### config.mk
export PLATFORM = sky130hd
export DESIGN_NAME = presence_line_window_vote
export DESIGN_NICKNAME = d
export VERILOG_FILES = /design/src/plwv_pkg.sv /design/src/plwv_front.sv /design/src/plwv_queue.sv /design/src/plwv_back.sv /design/src/presence_line_window_vote.sv
export SDC_FILE = /design/constraint.sdc
export NUM_CORES = 1
export LEC_CHECK = 0
export BUFFER_PORTS_ARGS = -buffer_cell sky130_fd_sc_hd__clkbuf_2
export CAP_MARGIN = 25
export CORE_MARGIN = 5
export CORE_UTILIZATION = 55
export CTS_BUF_LIST = sky130_fd_sc_hd__clkbuf_4 sky130_fd_sc_hd__clkbuf_8 sky130_fd_sc_hd__clkbuf_16
export CTS_CLUSTER_DIAMETER = 100
export DETAILED_ROUTE_END_ITERATION = 10
export MAX_ROUTING_LAYER = met4
export PLACE_DENSITY = 0.74
export SETUP_SLACK_MARGIN = 0.05
export SYNTH_ARGS = -nofsm -noshare
export SYNTH_HDL_FRONTEND = slang
export SYNTH_SLANG_ARGS = --single-unit
export TNS_END_PERCENT = 100
### constraint.sdc
create_clock -name clk -period 9.05 [get_ports clk]
set_input_delay 0.4525 -clock clk [delete_from_list [all_inputs] [get_ports clk]]
set_output_delay 0.4525 -clock clk [all_outputs]
set_load 0.02 [all_outputs]
### src/plwv_pkg.sv
// Shared types and constants for the presence line window vote filter.
// No dependencies; imported by every module of the block.
package plwv_pkg;

  // Window length in samples and derived widths
  localparam int WINDOW  = 16;
  localparam int IDX_W   = (WINDOW > 1) ? $clog2(WINDOW) : 1;
  localparam int CNT_W   = $clog2(WINDOW + 1);
  localparam int THR_W   = 5;
  localparam int VCNT_W  = 5;
  localparam int CMP_W   = (CNT_W > THR_W) ? CNT_W : THR_W;
  localparam int BYTE_W  = 8;

  // Front-to-back sample queue
  localparam int QDEPTH  = 2;
  localparam int QPTR_W  = (QDEPTH > 1) ? $clog2(QDEPTH) : 1;
  localparam int QCNT_W  = $clog2(QDEPTH + 1);

  // Threshold after reset
  localparam logic [THR_W-1:0] THR_RESET = THR_W'(8);

  // Characters of interest
  localparam logic [BYTE_W-1:0] CH_CR   = 8'h0D;
  localparam logic [BYTE_W-1:0] CH_LF   = 8'h0A;
  localparam logic [BYTE_W-1:0] CH_ONE  = 8'h31;
  localparam logic [BYTE_W-1:0] CH_ZERO = 8'h30;

  // What the current line holds so far
  typedef enum logic [1:0] {
    KIND_EMPTY = 2'd0,
    KIND_ONE   = 2'd1,
    KIND_ZERO  = 2'd2,
    KIND_OTHER = 2'd3
  } line_kind_t;

  // Presence change reported with each sample
  typedef enum logic [1:0] {
    EV_NONE   = 2'd0,
    EV_ARRIVE = 2'd1,
    EV_LEAVE  = 2'd2
  } event_t;

  // One classified sample moving from the front to the queue
  typedef struct packed {
    logic valid;
    logic one;
  } smp_t;

  // Queue head as seen by the back part
  typedef struct packed {
    logic valid;
    logic one;
  } qhead_t;

endpackage

### src/plwv_front.sv
// Line parser: splits bytes into CR LF terminated lines and classifies them.
// Depends on plwv_pkg; feeds presence samples to plwv_queue.
module plwv_front
  import plwv_pkg::*;
(
  input  logic              clk,
  input  logic              rst_n,
  input  logic              accept,
  input  logic [BYTE_W-1:0] rx_byte,
  output smp_t              smp
);

  logic       cr_seen_r, cr_seen_nxt;
  line_kind_t kind_r, kind_nxt;

  // Advance the line state on each accepted beat
  always_comb begin
    cr_seen_nxt = cr_seen_r;
    kind_nxt    = kind_r;
    smp.valid   = 1'b0;
    smp.one     = 1'b0;
    if (accept) begin
      if (cr_seen_r) begin
        cr_seen_nxt = 1'b0;
        if (rx_byte == CH_LF) begin
          kind_nxt  = KIND_EMPTY;
          smp.valid = (kind_r == KIND_ONE) || (kind_r == KIND_ZERO);
          smp.one   = (kind_r == KIND_ONE);
        end
      end else if (rx_byte == CH_CR) begin
        cr_seen_nxt = 1'b1;
      end else if (kind_r == KIND_EMPTY && rx_byte == CH_ONE) begin
        kind_nxt = KIND_ONE;
      end else if (kind_r == KIND_EMPTY && rx_byte == CH_ZERO) begin
        kind_nxt = KIND_ZERO;
      end else begin
        kind_nxt = KIND_OTHER;
      end
    end
  end

  always_ff @(posedge clk) begin
    if (!rst_n) begin
      cr_seen_r <= 1'b0;
      kind_r    <= KIND_EMPTY;
    end else begin
      cr_seen_r <= cr_seen_nxt;
      kind_r    <= kind_nxt;
    end
  end

endmodule

### src/plwv_queue.sv
// Short sample queue between the line parser and the window vote.
// Depends on plwv_pkg; written by plwv_front, drained by plwv_back.
module plwv_queue
  import plwv_pkg::*;
(
  input  logic   clk,
  input  logic   rst_n,
  input  smp_t   smp,
  input  logic   deq,
  output qhead_t head,
  output logic   full
);

  logic [QDEPTH-1:0] data_r;
  logic [QPTR_W-1:0] wr_ptr_r, wr_ptr_nxt;
  logic [QPTR_W-1:0] rd_ptr_r, rd_ptr_nxt;
  logic [QCNT_W-1:0] cnt_r, cnt_nxt;
  logic              do_push, do_pop;

  assign full       = (cnt_r == QCNT_W'(QDEPTH));
  assign head.valid = (cnt_r != '0);
  assign head.one   = data_r[rd_ptr_r];
  assign do_push    = smp.valid;
  assign do_pop     = deq && head.valid;

  // Step pointers and fill count
  always_comb begin
    wr_ptr_nxt = wr_ptr_r;
    rd_ptr_nxt = rd_ptr_r;
    cnt_nxt    = cnt_r;
    if (do_push) begin
      wr_ptr_nxt = (wr_ptr_r == QPTR_W'(QDEPTH - 1)) ? '0 : wr_ptr_r + 1'b1;
    end
    if (do_pop) begin
      rd_ptr_nxt = (rd_ptr_r == QPTR_W'(QDEPTH - 1)) ? '0 : rd_ptr_r + 1'b1;
    end
    if (do_push && !do_pop) begin
      cnt_nxt = cnt_r + 1'b1;
    end else if (!do_push && do_pop) begin
      cnt_nxt = cnt_r - 1'b1;
    end
  end

  // Store the pushed sample
  always_ff @(posedge clk) begin
    if (do_push) begin
      data_r[wr_ptr_r] <= smp.one;
    end
  end

  always_ff @(posedge clk) begin
    if (!rst_n) begin
      wr_ptr_r <= '0;
      rd_ptr_r <= '0;
      cnt_r    <= '0;
    end else begin
      wr_ptr_r <= wr_ptr_nxt;
      rd_ptr_r <= rd_ptr_nxt;
      cnt_r    <= cnt_nxt;
    end
  end

  a_cnt_bound: assert property (@(posedge clk) disable iff (!rst_n)
    cnt_r <= QCNT_W'(QDEPTH))
    else $error("queue fill count above depth");

  a_push_grows: assert property (@(posedge clk) disable iff (!rst_n)
    (do_push && !do_pop) |=> (cnt_r == $past(cnt_r) + 1'b1))
    else $error("queue count did not grow on push");

endmodule

### src/plwv_back.sv
// Window vote: ring of samples, running ones count, threshold and result register.
// Depends on plwv_pkg; drains plwv_queue and drives the result ports.
module plwv_back
  import plwv_pkg::*;
(
  input  logic              clk,
  input  logic              rst_n,
  input  logic              cfg_we,
  input  logic [THR_W-1:0]  cfg_wdata,
  input  qhead_t            head,
  output logic              deq,
  output logic              out_valid,
  input  logic              out_take,
  output logic              present,
  output logic [1:0]        event_res,
  output logic [VCNT_W-1:0] vote_count
);

  logic [WINDOW-1:0] ring_r, ring_nxt;
  logic [IDX_W-1:0]  idx_r, idx_nxt;
  logic [CNT_W-1:0]  cnt_r, cnt_nxt;
  logic [CNT_W-1:0]  cnt_upd;
  logic [THR_W-1:0]  thr_r;
  logic              last_r, last_nxt;
  logic              valid_r, valid_nxt;
  logic              pres_r, pres_nxt;
  event_t            ev_r, ev_nxt;
  logic [VCNT_W-1:0] vcnt_r, vcnt_nxt;
  logic [CMP_W-1:0]  cnt_ext, thr_ext;
  logic              now;

  // Take a sample when the result register is free or being drained
  assign deq     = head.valid && (!valid_r || out_take);
  assign cnt_upd = cnt_r - CNT_W'(ring_r[idx_r]) + CNT_W'(head.one);
  assign cnt_ext = CMP_W'(cnt_upd);
  assign thr_ext = CMP_W'(thr_r);
  assign now     = (cnt_ext >= thr_ext);

  // Replace the oldest bit, update the count and vote
  always_comb begin
    ring_nxt  = ring_r;
    idx_nxt   = idx_r;
    cnt_nxt   = cnt_r;
    last_nxt  = last_r;
    valid_nxt = valid_r && !out_take;
    pres_nxt  = pres_r;
    ev_nxt    = ev_r;
    vcnt_nxt  = vcnt_r;
    if (deq) begin
      ring_nxt[idx_r] = head.one;
      idx_nxt   = (idx_r == IDX_W'(WINDOW - 1)) ? '0 : idx_r + 1'b1;
      cnt_nxt   = cnt_upd;
      last_nxt  = now;
      valid_nxt = 1'b1;
      pres_nxt  = now;
      vcnt_nxt  = cnt_ext[VCNT_W-1:0];
      if (!last_r && now) begin
        ev_nxt = EV_ARRIVE;
      end else if (last_r && !now) begin
        ev_nxt = EV_LEAVE;
      end else begin
        ev_nxt = EV_NONE;
      end
    end
  end

  always_ff @(posedge clk) begin
    if (!rst_n) begin
      ring_r  <= '0;
      idx_r   <= '0;
      cnt_r   <= '0;
      last_r  <= 1'b0;
      valid_r <= 1'b0;
      thr_r   <= THR_RESET;
    end else begin
      ring_r  <= ring_nxt;
      idx_r   <= idx_nxt;
      cnt_r   <= cnt_nxt;
      last_r  <= last_nxt;
      valid_r <= valid_nxt;
      if (cfg_we) begin
        thr_r <= cfg_wdata;
      end
    end
  end

  // Result payload, no reset needed
  always_ff @(posedge clk) begin
    pres_r <= pres_nxt;
    ev_r   <= ev_nxt;
    vcnt_r <= vcnt_nxt;
  end

  assign out_valid  = valid_r;
  assign present    = pres_r;
  assign event_res  = ev_r;
  assign vote_count = vcnt_r;

  a_count_matches_ring: assert property (@(posedge clk) disable iff (!rst_n)
    $countones(ring_r) == int'(cnt_r))
    else $error("ones count out of step with ring");

  a_arrive_present: assert property (@(posedge clk) disable iff (!rst_n)
    (valid_r && ev_r == EV_ARRIVE) |-> pres_r)
    else $error("arrive event without presence");

  a_leave_absent: assert property (@(posedge clk) disable iff (!rst_n)
    (valid_r && ev_r == EV_LEAVE) |-> !pres_r)
    else $error("leave event with presence");

  a_level_tracks: assert property (@(posedge clk) disable iff (!rst_n)
    deq |=> (pres_r == last_r))
    else $error("result level differs from held presence");

endmodule

### src/presence_line_window_vote.sv
// Empty falls once the sample from a line-ending LF beat has passed the queue and is registered as a result.
// Throughput: one byte per cycle while full is low; one result per cycle when pop keeps up.
// The ring update, count step and threshold compare are combinational in the back part and registered together.
// Reset (rst_n low, synchronous) empties the queue, clears the ring and count,
// clears the held presence behind the arrive/leave events, and sets the threshold to 8.
module presence_line_window_vote
  import plwv_pkg::*;
(
  input  logic              clk,
  input  logic              rst_n,
  input  logic              cfg_we,
  input  logic [THR_W-1:0]  cfg_wdata,
  input  logic              push,
  output logic              full,
  input  logic [BYTE_W-1:0] in_rx_byte,
  output logic              empty,
  input  logic              pop,
  output logic              out_present,
  output logic [1:0]        out_event_res,
  output logic [VCNT_W-1:0] out_vote_count
);

  smp_t   smp;
  qhead_t head;
  logic   q_full;
  logic   deq;
  logic   out_valid;
  logic   in_acc;

  // Accept a byte beat whenever the sample queue has room
  assign full   = q_full;
  assign in_acc = push && !q_full;
  assign empty  = !out_valid;

  plwv_front u_front (
    .clk     (clk),
    .rst_n   (rst_n),
    .accept  (in_acc),
    .rx_byte (in_rx_byte),
    .smp     (smp)
  );

  plwv_queue u_queue (
    .clk   (clk),
    .rst_n (rst_n),
    .smp   (smp),
    .deq   (deq),
    .head  (head),
    .full  (q_full)
  );

  plwv_back u_back (
    .clk        (clk),
    .rst_n      (rst_n),
    .cfg_we     (cfg_we),
    .cfg_wdata  (cfg_wdata),
    .head       (head),
    .deq        (deq),
    .out_valid  (out_valid),
    .out_take   (pop),
    .present    (out_present),
    .event_res  (out_event_res),
    .vote_count (out_vote_count)
  );

endmodule

==> impl_metrics.yaml <==
global_routing:
  grt_pass1_wl_mm: 7.81
  grt_max_degree: 41
  grt_overflow: 0
  grt_usage_pct: 16.0
  grt_pass1_vias: 1819
  antenna_found_initial: 0
run_status:
  run_status: "completed"
floorplanning:
  die_w_um: 78.5
  core_area_mm2: 0.00463
  die_h_um: 78.5
  die-area_mm2: 0.00616
  initial_core_util_pct: 55.7
  rows: 25
  io_pins: 28
setup_path:
  cpPeakStageDelay_ns: 0.61
  critPathRequiredTime_ns: 9.10
  cpMostUsedCell: "ha_1"
  path_buf_inv: 1
  path_cells: "mux4_2 -> mux4_2 -> ha_1 -> inv_1 -> ha_1 -> fa_1 -> a21o_1 -> a21oi_1 -> xnor2_1 -> xnor2_1 -> ha_1 -> a21o_1 -> a31oi_1 -> nor2_1"
  rr_startpoint: "u_back.idx_r[0]"
  cp.arrival_ns: 4.41
  r2r_cells: 14
  start_kind: "flop"
  path_delay_family: "adder cells"
  cp_slowest_cell: "dfxtp_1"
  startpoint: "u_back.idx_r[0]"
  cp-end-kind: "flop"
  setup.worst_path.class: "reg2reg"
  crit_path_max_fanout: 10
  cp.depth: 14
drt:
  drtPass1Iterations: 4
  initialDrtViolationCount: 80
  wl_per_cell_um: 13.0
  drc: 0
  via_count: 1823
  wirelength_mm: 4.36
  drt-vias-per-instance: 5.44
  ant_nets: 0
clocking:
  cts_resized: 0
  postCtsHoldBufs: 0
  cts_tree: "done"
  cts_buffers: 5
  post-cts-setup-buffer-count: 0
  clk_pin_slew_worst_paths_ns: 0.09
  clock-sinks: 49
  htreeDepth: 2
  cts_root_buf: "clkbuf_8"
  clk_latency_ns: 0.30
  clk_path_buf_depth: 2
timing:
  rsz0062_at_grt: "no"
  slew_headroom_pct: 56.3
  max_freq_mhz: 229
  setup_tns_ns: 0
  setup_viol: 0
  period_share_pct: 48.2
  hold_viol: 0
  worst_pin_slew_ns: 0.655
  drv_slew: 0
  finClkSkew_ns: 0.00862
  layout_min_cycle_time_ns: 4.37
  whs_ns: 0.369
layout:
  drive_gt1_share_pct: 14.9
  areaGrowthSynthToFinish_pct: 8.78
  layout_commonest_cell: "dfxtp_1"
  mostFrequentLayoutCells: "dfxtp_1, clkbuf_2, nor2b_1, inv_1, mux2i_1"
  finalNonFillerCells: 335
  antennaDiodeCount: 0
  fin_nets: 316
power:
  power_mw: 0.798
  p_leak_nw: 1.23
  ir_worst_vdd_mv: 0.136
  power_density_mw_per_mm2: 284
synthesis:
  ys_types: 42
  yosysTopAreaCellShare_pct: 30.3
  syn_area_mm2: 0.00258
  ys_ff_latch: 49
  synth_edf_count: 10
  synthTopCellsByArea: "dfxtp_1, edfxtp_1, ha_1"
  synthCells: 261
  postSynthAreaPerCell_um2: 9.88
  dominantRegCellSynth: "dfxtp_1"
  synth_seq_area_share_pct: 41.9
  yosysTopAreaCell: "dfxtp_1"
  synth_nets: 297
  async_flop_share_pct: 0
  yosysWarnings: 0
placed_design:
  place_hpwl_mm: 3.07
  dp_cells: 327
  gp_congestion: 0.806
  io_buffer_count: 27
worst_hold_path:
  min_from: "cfg_wdata[3]"
  worstHoldPathType: "in2reg"
  holdPathStages: 3
job:
  max-cap-violations: 0
==> worst paths after layout <==
kind,endpoint,slack [ns]
setup / recovery,u_back.event_res[0],4.68
setup reg to reg,u_back.event_res[0],4.68
hold reg to reg,u_back.cnt_r[0],0.48
hold / removal,u_back.thr_ext[3],0.37
==> through the flow <==
step           setup slack [ns]  utilization [%]  instance area, um^2
2_1_floorplan              5.05                -                 2580
3_3_place_gp               4.84             58.5                 2710
3_5_place_dp               4.71             58.5                 2710
4_1_cts                    4.68             60.6                 2810
5_1_grt                    4.42             60.6                 2810
6_report                   4.68             60.6                 2810
==> synthesized netlist by cell type (5+ instances only) <==
| library cell | number |
|---|---|
| mux2i_1 | 20 |
| clkbuf_1 | 8 |
| o21ai_0 | 6 |
| xnor2_1 | 6 |
| nor2_1 | 8 |
| and2_1 | 5 |
| edfxtp_1 | 10 |
| nand2_1 | 16 |
| a21boi_0 | 8 |
| dfxtp_1 | 39 |
| a21o_1 | 5 |
| nand3_1 | 18 |
| inv_1 | 21 |
| buf_2 | 5 |
| nor2b_1 | 25 |
| ha_1 | 17 |
| mux4_2 | 5 |
==> state kept, by name, indices dropped and copies added (netlist names), 2 cells and up <==
signal / cells
u_back.cnt_r: 5
u_back.event_res: 2
u_back.idx_r: 4
u_back.ring_r: 16
u_back.thr_ext: 5
u_back.vote_count: 5
u_front.kind_r: 2
u_queue.cnt_r: 2
u_queue.data_r: 2
==> layer usage <==
metal	track usage, %	vias to the layer above	routed length (um)
met5	-	-	0
met4	6.64	0	81
met3	2.75	7	168
met2	27.4	32	2080
met1	18.7	855	2030
li1	-	929	-
==> tightest hold or removal path, delay by kind of cell <==
| family | cells | cell delay, ns |
|---|---|---|
| AOI/OAI and AO/OA | 1 | 0.07 |
| and+or+nand+nor | 1 | 0.04 |
| buffers and inverters | 1 | 0.07 |
==> where the power goes <==
group	internal, mW	switching [mW]	total (mW)	leakage [nW]
clock	0.0684	0.0684	0.137	0.0523
sequential	0.285	0.0299	0.315	0.409
combinational	0.139	0.206	0.346	0.767
total	0.493	0.305	0.798	1.23
==> area by class of cell <==
cell class              instances  area (um^2)
fillers                       418         1820
repair buffers                 27          135
flip-flops and latches         49         1080
clock buffers                   8         97.6
inverters                      22         83.8
multi-input cells             175         1340
well taps                      54         67.6
==> kinds of logic (layout without fill, tap and decap cells) <==
group           after synthesis  in the layout  synth area share (%)
buf+inv                      37             57                  6.11
fa+ha+maj                    18             18                  9.02
flops                        49             49                  41.9
mux                          26             26                  12.6
xor+xnor                      9              9                  3.06
compound gates               32             32                  8.59
simple gates                 90             90                  18.7
Power figures use the tool's default switching activity.
